File: config.mk
export PLATFORM = sky130hd
export DESIGN_NAME = alternating_bit_sender
export DESIGN_NICKNAME = d
export VERILOG_FILES = /design/src/sv/abs_pkg.sv /design/src/sv/abs_front.sv /design/src/sv/abs_queue.sv /design/src/sv/abs_back.sv /design/src/sv/alternating_bit_sender.sv
export VERILOG_INCLUDE_DIRS = /design/src /design/src/sv
export SDC_FILE = /design/constraint.sdc
export NUM_CORES = 1
export LEC_CHECK = 0
export BUFFER_PORTS_ARGS = -buffer_cell sky130_fd_sc_hd__buf_2
export CAP_MARGIN = 15
export CORE_ASPECT_RATIO = 0.8
export CORE_MARGIN = 5
export CORE_UTILIZATION = 43
export CTS_CLUSTER_SIZE = 30
export DETAILED_ROUTE_END_ITERATION = 6
export GPL_TIMING_DRIVEN = 0
export PLACE_DENSITY = 0.74
export SLEW_MARGIN = 20
export SYNTH_ARGS = -nofsm -noshare
export SYNTH_HDL_FRONTEND = slang
export SYNTH_SLANG_ARGS = --single-unit
File: constraint.sdc
create_clock -name i_clk -period 3 [get_ports i_clk]
set_clock_uncertainty 0.1 [all_clocks]
set_input_delay 0 -clock i_clk [delete_from_list [all_inputs] [get_ports i_clk]]
set_output_delay 0 -clock i_clk [all_outputs]
set_load 0.1 [all_outputs]
File: src/sv/alternating_bit_sender_assert.svh
// assertion macros shared by abs_front and abs_queue
`ifndef ALTERNATING_BIT_SENDER_ASSERT_SVH
`define ALTERNATING_BIT_SENDER_ASSERT_SVH

// same-cycle implication, checked outside reset
`define ABS_ASSERT_IMP(lbl, clk, rst_n, ante, cons) \
    lbl: assert property (@(posedge clk) disable iff (!rst_n) (ante) |-> (cons)) \
        else $error("abs assertion failed");

// next-cycle implication, checked outside reset
`define ABS_ASSERT_NEXT(lbl, clk, rst_n, ante, cons) \
    lbl: assert property (@(posedge clk) disable iff (!rst_n) (ante) |=> (cons)) \
        else $error("abs assertion failed");

`endif

File: src/sv/abs_pkg.sv
// ----------------------------------------------------------------------------
// abs_pkg
// Types and constants of the alternating-bit sender.
// ----------------------------------------------------------------------------
`default_nettype none

package abs_pkg;

    localparam int PAYLOAD_SIZE = 5;
    localparam int PAY_W        = 40;
    localparam int FILL_W       = $clog2(PAYLOAD_SIZE + 1);
    localparam int LEN_W        = 3;
    localparam int TICK_W       = 16;
    localparam int QDEPTH       = 4;
    localparam int QPTR_W       = $clog2(QDEPTH);
    localparam int QCNT_W       = $clog2(QDEPTH + 1);

    localparam logic [TICK_W-1:0] TIMEOUT_RESET = TICK_W'(1000);

    typedef enum logic [1:0] {
        MODE_BYTE = 2'd0,
        MODE_ACK  = 2'd1,
        MODE_TICK = 2'd2
    } t_mode;

    typedef enum logic [2:0] {
        EV_NONE      = 3'd0,
        EV_SENT      = 3'd1,
        EV_RESENT    = 3'd2,
        EV_REFUSED   = 3'd3,
        EV_ACKED     = 3'd4,
        EV_DELIVERED = 3'd5,
        EV_IGNORED   = 3'd6
    } t_event;

    typedef enum logic {
        ST_FILL = 1'b0,
        ST_WAIT = 1'b1
    } t_state;

    typedef struct packed {
        t_event             ev;
        logic               seq;
        logic               last;
        logic [LEN_W-1:0]   len;
        logic [PAY_W-1:0]   payload;
    } t_cmd;

endpackage

`default_nettype wire

File: src/sv/abs_front.sv
// ----------------------------------------------------------------------------
// abs_front
// Accepts bytes, acks and ticks, keeps the protocol state and classifies
// each item into one command for the result queue.
// ----------------------------------------------------------------------------
`default_nettype none

`include "alternating_bit_sender_assert.svh"

module abs_front (
    input  wire logic                       i_clk,
    input  wire logic                       i_rst_n,
    input  wire logic                       i_accept,
    input  wire logic [1:0]                 i_mode,
    input  wire logic [7:0]                 i_data_byte,
    input  wire logic                       i_end_of_message,
    input  wire logic [7:0]                 i_ack_number,
    input  wire logic [7:0]                 i_ack_corrupt,
    input  wire logic                       i_cfg_wr_en,
    input  wire logic [abs_pkg::TICK_W-1:0] i_cfg_wr_data,
    output abs_pkg::t_cmd                   o_cmd
);
    import abs_pkg::*;

    t_state              r_state, n_state;
    logic                r_seq, n_seq;
    logic                r_last, n_last;
    logic [FILL_W-1:0]   r_fill, n_fill;
    logic [7:0]          r_bytes [PAYLOAD_SIZE];
    logic [7:0]          n_bytes [PAYLOAD_SIZE];
    logic [TICK_W-1:0]   r_wait, n_wait;
    logic [TICK_W-1:0]   r_timeout;
    logic [TICK_W-1:0]   limit;
    logic [TICK_W-1:0]   wait_inc;
    logic [FILL_W-1:0]   fill_inc;
    logic                ack_good;
    logic                send_now;
    logic                timed_out;
    logic [PAY_W-1:0]    pay;

    assign limit     = (r_timeout == '0) ? TICK_W'(1) : r_timeout;
    assign wait_inc  = r_wait + TICK_W'(1);
    assign timed_out = (wait_inc >= limit);
    assign fill_inc  = r_fill + FILL_W'(1);
    assign ack_good  = (i_ack_corrupt == 8'd0) && (i_ack_number == {7'd0, r_seq});
    assign send_now  = (fill_inc >= FILL_W'(PAYLOAD_SIZE)) || i_end_of_message;

    // next state
    always_comb begin
        n_state = r_state;
        if (i_accept) begin
            unique case (r_state)
                ST_FILL: begin
                    if (i_mode == MODE_BYTE && send_now) begin
                        n_state = ST_WAIT;
                    end
                end
                ST_WAIT: begin
                    if (i_mode == MODE_ACK && ack_good) begin
                        n_state = ST_FILL;
                    end
                end
                default: n_state = ST_FILL;
            endcase
        end
    end

    // datapath and command
    always_comb begin
        n_seq   = r_seq;
        n_last  = r_last;
        n_fill  = r_fill;
        n_bytes = r_bytes;
        n_wait  = r_wait;
        o_cmd.ev = EV_NONE;
        unique case (i_mode)
            MODE_BYTE: begin
                if (r_state == ST_WAIT) begin
                    o_cmd.ev = EV_REFUSED;
                end else begin
                    for (int i = 0; i < PAYLOAD_SIZE; i++) begin
                        if (r_fill == FILL_W'(i)) begin
                            n_bytes[i] = i_data_byte;
                        end
                    end
                    n_fill = fill_inc;
                    if (send_now) begin
                        n_last   = i_end_of_message;
                        n_wait   = '0;
                        o_cmd.ev = EV_SENT;
                    end
                end
            end
            MODE_ACK: begin
                if (r_state == ST_FILL) begin
                    o_cmd.ev = EV_IGNORED;
                end else if (!ack_good) begin
                    n_wait   = '0;
                    o_cmd.ev = EV_RESENT;
                end else begin
                    n_wait = '0;
                    n_fill = '0;
                    for (int i = 0; i < PAYLOAD_SIZE; i++) begin
                        n_bytes[i] = 8'd0;
                    end
                    if (r_last) begin
                        n_seq    = 1'b0;
                        n_last   = 1'b0;
                        o_cmd.ev = EV_DELIVERED;
                    end else begin
                        n_seq    = ~r_seq;
                        o_cmd.ev = EV_ACKED;
                    end
                end
            end
            MODE_TICK: begin
                if (r_state == ST_WAIT) begin
                    if (timed_out) begin
                        n_wait   = '0;
                        o_cmd.ev = EV_RESENT;
                    end else begin
                        n_wait = wait_inc;
                    end
                end
            end
            default: o_cmd.ev = EV_NONE;
        endcase

        pay = '0;
        for (int i = 0; i < PAYLOAD_SIZE; i++) begin
            if (8 * i < PAY_W) begin
                pay[8*i +: 8] = n_bytes[i];
            end
        end
        o_cmd.seq     = r_seq;
        o_cmd.last    = n_last;
        o_cmd.len     = LEN_W'(n_fill);
        o_cmd.payload = pay;
    end

    always_ff @(posedge i_clk) begin
        if (!i_rst_n) begin
            r_state   <= ST_FILL;
            r_seq     <= 1'b0;
            r_last    <= 1'b0;
            r_fill    <= '0;
            r_wait    <= '0;
            r_timeout <= TIMEOUT_RESET;
            for (int i = 0; i < PAYLOAD_SIZE; i++) begin
                r_bytes[i] <= 8'd0;
            end
        end else begin
            if (i_cfg_wr_en) begin
                r_timeout <= i_cfg_wr_data;
            end
            if (i_accept) begin
                r_state <= n_state;
                r_seq   <= n_seq;
                r_last  <= n_last;
                r_fill  <= n_fill;
                r_wait  <= n_wait;
                r_bytes <= n_bytes;
            end
        end
    end

    `ABS_ASSERT_IMP(a_fill_room, i_clk, i_rst_n, r_state == ST_FILL, r_fill < FILL_W'(PAYLOAD_SIZE))
    `ABS_ASSERT_NEXT(a_refuse_hold, i_clk, i_rst_n, i_accept && o_cmd.ev == EV_REFUSED, $stable(r_fill) && $stable(r_seq) && r_state == ST_WAIT)
    `ABS_ASSERT_NEXT(a_sent_waits, i_clk, i_rst_n, i_accept && o_cmd.ev == EV_SENT, r_state == ST_WAIT && r_wait == '0)

endmodule

`default_nettype wire

File: src/sv/abs_queue.sv
// ----------------------------------------------------------------------------
// abs_queue
// Short register queue of commands between the front and the output side.
// ----------------------------------------------------------------------------
`default_nettype none

`include "alternating_bit_sender_assert.svh"

module abs_queue (
    input  wire logic    i_clk,
    input  wire logic    i_rst_n,
    input  wire logic    i_push,
    input  wire abs_pkg::t_cmd i_cmd,
    input  wire logic    i_pop,
    output logic         o_full,
    output logic         o_empty,
    output abs_pkg::t_cmd o_cmd
);
    import abs_pkg::*;

    t_cmd                r_mem [QDEPTH];
    logic [QPTR_W-1:0]   r_wr_ptr, r_rd_ptr;
    logic [QCNT_W-1:0]   r_count;
    logic                do_push, do_pop;

    assign o_full  = (r_count == QCNT_W'(QDEPTH));
    assign o_empty = (r_count == '0);
    assign do_push = i_push && !o_full;
    assign do_pop  = i_pop && !o_empty;
    assign o_cmd   = r_mem[r_rd_ptr];

    always_ff @(posedge i_clk) begin
        if (do_push) begin
            r_mem[r_wr_ptr] <= i_cmd;
        end
    end

    always_ff @(posedge i_clk) begin
        if (!i_rst_n) begin
            r_wr_ptr <= '0;
            r_rd_ptr <= '0;
            r_count  <= '0;
        end else begin
            if (do_push) begin
                r_wr_ptr <= r_wr_ptr + QPTR_W'(1);
            end
            if (do_pop) begin
                r_rd_ptr <= r_rd_ptr + QPTR_W'(1);
            end
            if (do_push && !do_pop) begin
                r_count <= r_count + QCNT_W'(1);
            end else if (do_pop && !do_push) begin
                r_count <= r_count - QCNT_W'(1);
            end
        end
    end

    `ABS_ASSERT_IMP(a_count_range, i_clk, i_rst_n, 1'b1, r_count <= QCNT_W'(QDEPTH))
    `ABS_ASSERT_NEXT(a_count_grows, i_clk, i_rst_n, do_push && !do_pop, r_count == $past(r_count) + QCNT_W'(1))

endmodule

`default_nettype wire

File: src/sv/abs_back.sv
// ----------------------------------------------------------------------------
// abs_back
// Turns the oldest command into result fields; segment fields are shown
// only for sent and resent events.
// ----------------------------------------------------------------------------
`default_nettype none

module abs_back (
    input  wire abs_pkg::t_cmd               i_cmd,
    output logic [2:0]                       o_event_res,
    output logic                             o_seq_bit,
    output logic                             o_last_segment,
    output logic [abs_pkg::LEN_W-1:0]        o_payload_length,
    output logic [abs_pkg::PAY_W-1:0]        o_payload
);
    import abs_pkg::*;

    always_comb begin
        o_event_res = i_cmd.ev;
        unique case (i_cmd.ev) inside
            EV_SENT, EV_RESENT: begin
                o_seq_bit        = i_cmd.seq;
                o_last_segment   = i_cmd.last;
                o_payload_length = i_cmd.len;
                o_payload        = i_cmd.payload;
            end
            default: begin
                o_seq_bit        = 1'b0;
                o_last_segment   = 1'b0;
                o_payload_length = '0;
                o_payload        = '0;
            end
        endcase
    end

endmodule

`default_nettype wire

File: src/sv/alternating_bit_sender.sv
// ----------------------------------------------------------------------------
// alternating_bit_sender: stop-and-wait sender, one result per item
// path: the front classifies combinationally and the queue registers each result at its transfer
// throughput: one item per cycle, held back only when the 4-entry queue fills
// reset: state cleared, sequence bit zero, timeout back to 1000 ticks
// ----------------------------------------------------------------------------
`default_nettype none

module alternating_bit_sender (
    input  wire logic                       i_clk,
    input  wire logic                       i_rst_n,
    input  wire logic                       i_push,
    output logic                            o_full,
    input  wire logic [1:0]                 i_mode,
    input  wire logic [7:0]                 i_data_byte,
    input  wire logic                       i_end_of_message,
    input  wire logic [7:0]                 i_ack_number,
    input  wire logic [7:0]                 i_ack_corrupt,
    input  wire logic                       i_cfg_wr_en,
    input  wire logic [abs_pkg::TICK_W-1:0] i_cfg_wr_data,
    output logic                            o_empty,
    input  wire logic                       i_pop,
    output logic [2:0]                      o_event_res,
    output logic                            o_seq_bit,
    output logic                            o_last_segment,
    output logic [abs_pkg::LEN_W-1:0]       o_payload_length,
    output logic [abs_pkg::PAY_W-1:0]       o_payload
);
    import abs_pkg::*;

    logic accept;
    t_cmd front_cmd;
    t_cmd head_cmd;

    assign accept = i_push && !o_full;

    abs_front u_front (
        .i_clk            (i_clk),
        .i_rst_n          (i_rst_n),
        .i_accept         (accept),
        .i_mode           (i_mode),
        .i_data_byte      (i_data_byte),
        .i_end_of_message (i_end_of_message),
        .i_ack_number     (i_ack_number),
        .i_ack_corrupt    (i_ack_corrupt),
        .i_cfg_wr_en      (i_cfg_wr_en),
        .i_cfg_wr_data    (i_cfg_wr_data),
        .o_cmd            (front_cmd)
    );

    abs_queue u_queue (
        .i_clk   (i_clk),
        .i_rst_n (i_rst_n),
        .i_push  (accept),
        .i_cmd   (front_cmd),
        .i_pop   (i_pop),
        .o_full  (o_full),
        .o_empty (o_empty),
        .o_cmd   (head_cmd)
    );

    abs_back u_back (
        .i_cmd            (head_cmd),
        .o_event_res      (o_event_res),
        .o_seq_bit        (o_seq_bit),
        .o_last_segment   (o_last_segment),
        .o_payload_length (o_payload_length),
        .o_payload        (o_payload)
    );

endmodule

`default_nettype wire

==> impl_metrics.yaml <==
grt:
  grt_pass1_wl_um: 46700
  grtUsageTotal_pct: 17.7
  grt_overflow_total: 0
  grt_max_degree: 49
  grt_pass1_vias: 8413
  antenna_found_initial: 0
cts:
  cts_buffers: 27
  h-tree-depth: 1
  clkLatencyLatePin_ps: 550
  cts_root_buffer: "clkbuf_16"
  cts.sinks: 279
  cts_tree: "built"
  cts_buffer_depth: 3
  path_clk_slew_ps: 70
sta:
  rsz0062_at_grt: "yes"
  fin_crit_ps: 3040
  max_freq_mhz: 329
  finalSetupViolCount: 14
  fin_ws_ps: -35.2
  maxSlewViolCount: 0
  slew_headroom_pct: 46.9
  fin_crit_sh_pct: 101
  worst_pin_slew_ps: 788
  hold_viol: 0
worst_setup_path:
  crit_path_start_kind: "flip-flop"
  end_kind: "flip-flop"
  crit_arrival_ps: 3370
  critical_path_class: "flip-flop to flip-flop"
  cp_slowest_cell: "dfxtp_4"
  cpMostUsedCell: "and4_4"
  crit_path_max_incr_delay_ps: 370
  worstPathRequired_ps: 3330
  worstPathCellList: "nand4_1, buf_4, nor3_4, and4_4, xnor2_4, inv_2, ha_4, and4_4, o211ai_1, o21ai_4, buf_6, nor4_2, a211o_1"
  cp_max_fo: 6
logic_synthesis:
  synth.net_count: 1067
  post-synth-top-area-cell: "edfxtp_1"
  synth_area_mm2: 0.0125
  synth.avg_cell_area_um2: 12.6
  yosysWarnings: 0
  synth_seq_cells: 279
  synth-edff-count: 192
  yosysUniqueCellTypes: 59
  synth_flop_cell: "edfxtp_1"
  async_flop_share_pct: 0
  syn_inst: 990
  synth_top_area_share_pct: 46.1
  synthTopCellsByArea: "edfxtp_1 46%, dfxtp_1 14%, mux4_2 8.6%, nor2b_1 3.9%, nand2_1 3.6%"
  ys_seq_area_share_pct: 60.1
place:
  pre_cts_ws_ps: -535
  dp.cells: 1445
  dp_hpwl_um: 19400
  port-buffer-count: 85
  place_congestion: 0.903
  placed_area_mm2: 0.0134
cells_and_area:
  multi_input_area_mm2: 0.00490
  layout-drive-gt1-share_pct: 24.3
  fin_nets: 1232
  fill_cells: 2335
  post-route-util_pct: 53.6
  regArea_mm2: 0.00752
  syn2layout_area_growth_pct: 22.1
  final_cell_count_no_fill: 1545
  finalInstanceArea_mm2: 0.0153
drt:
  routedWlPerCell_um: 19.3
  antenna_left: 0
  dr_total_vias: 8652
  dr.pass1.iters: 5
  wl_um: 29900
  drc: 0
  via_per_inst: 5.60
  drt-initial-drc-count: 805
die:
  die_height_um: 162
  start_util_pct: 43.9
  die_width_um: 201
  io_pins: 98
  rows: 55
  fp.dieArea_mm2: 0.0326
  core_area_mm2: 0.0285
hold_path:
  hold_class: "primary input to flip-flop"
status:
  violations: "setup timing"
  status: "finished with violations"
run:
  max_cap_viol_count: 0
power_and_ir_drop:
  cellPowerDensity_mw_per_mm2: 847
  p_leak_nw: 5.46
  vdd_drop_max_mv: 0.454
  fin_total_pwr_mw: 12.9
==> path summary, 6_finish.rpt <==
| kind | from | endpoint | slack (ps) | cells after the start |
|---|---|---|---|---|
| worst min-delay path | i_ack_corrupt[7] | u_queue.r_mem[0][47] | 80 | 5 |
| worst min register to register | u_front.r_timeout[3] | u_front.r_timeout[3] | 410 | 2 |
| worst max-delay path | u_front.r_wait[2] | u_front.r_wait[7] | -40 | 13 |
| worst max register to register | u_front.r_wait[2] | u_front.r_wait[7] | -40 | 13 |
==> synthesized netlist by cell type, types with 23 or more instances <==
cell / count
nor2b_1: 77
edfxtp_1: 192
dfxtp_1: 87
o21ai_0: 49
o221ai_1: 24
nand2_1: 119
ha_1: 28
clkbuf_1: 36
mux4_2: 48
inv_1: 42
nand3_1: 62
buf_2: 23
==> cells by family (layout without fill, tap and decap cells) <==
logic type | count (synthesis) | after routing | synth area share [%]
AO/OA/AOI/OAI | 147 | 147 | 8.10
XOR/XNOR | 20 | 20 | 1.40
adder cells (fa/ha/maj) | 29 | 29 | 2.96
buffers and inverters | 109 | 293 | 3.56
flip-flops | 279 | 279 | 60.1
multiplexers | 59 | 59 | 9.53
other | 0 | 1 | 0
AND/OR/NAND/NOR | 347 | 347 | 14.4
==> power by group <==
group | internal [mW] | switching [mW]
registers | 4.49 | 0.133
logic | 1.37 | 3.62
clock network | 1.88 | 1.44
total | 7.75 | 5.19
==> layout make-up <==
| cell class | instances | share of cell area [%] |
|---|---|---|
| clock inverters | 15 | 0.959 |
| inverters | 43 | 1.06 |
| multi-input cells | 602 | 32.1 |
| repair buffers | 137 | 6.85 |
| well taps | 370 | 3.03 |
| clock buffers | 33 | 4.71 |
| diodes | 1 | 0.0164 |
| flip-flops and latches | 279 | 49.3 |
| plain buffers | 65 | 2.01 |
==> per-stage QoR <==
stage                     TNS, ps  hold slack (ps)
after global placement      -8300              123
after floorplan            -16600             26.2
final                        -177             77.7
after detailed placement    -9910              126
after CTS                   -53.4             61.8
after global routing        -2900             93.2
==> critical path, delay by kind of cell (launching register included) <==
| family | cells | cell delay [ps] |
|---|---|---|
| and+or+nand+nor | 5 | 990 |
| AOI/OAI and AO/OA | 3 | 650 |
| buffers and inverters | 3 | 410 |
| DFF | 1 | 370 |
| adders and majority gates | 1 | 260 |
| xor gates and xnor gates | 1 | 140 |
==> flip-flops by register name, indices dropped and copies added, names as in the netlist, named ones only <==
signal,count
u_queue.r_count,3
u_queue.r_mem,192
u_front.r_wait,16
u_front.r_fill,3
u_front.r_state,1
u_front.r_seq,1
u_front.r_timeout,16
u_queue.r_wr_ptr,2
u_queue.r_rd_ptr,2
u_front.r_bytes,40
u_front.r_last,1
==> cells in the final DEF (no fill, tap or decap), types with 9 or more instances in the layout <==
master and instances:
inv_1 39, clkbuf_1 37, a22oi_1 15, dlygate4sd3_1 37
nand3_1 62, and2_1 16, buf_2 68, o21ai_0 47
mux2i_1 11, o211ai_1 9, o221ai_1 24, edfxtp_1 192
buf_6 13, clkbuf_16 27, buf_4 46, nand2_1 118
ha_1 22, nor2_1 14, nor2b_1 73, mux4_2 48
dfxtp_1 81
==> timing repair <==
item | 4_1_cts | 5_1_grt
pin swaps | 8 | 27
buffers inserted | 7 | 7
gates cloned | 1 | 0
endpoints found under the hold margin | 141 | 0
hold buffers | 37 | 0
resized for setup | 80 | 42
setup endpoints to repair | 65 | 43
==> layer usage <==
layer / part of all wire, % / wire length [um] / global-route usage, %
met1: 43 / 12900 / 25.0
met2: 48 / 14300 / 29.3
met3: 6.7 / 2000 / 2.69
met4: 2.5 / 744 / 4.19
met5: 0 / 0 / 0
Note: power is estimated with default switching activity, not from simulation.
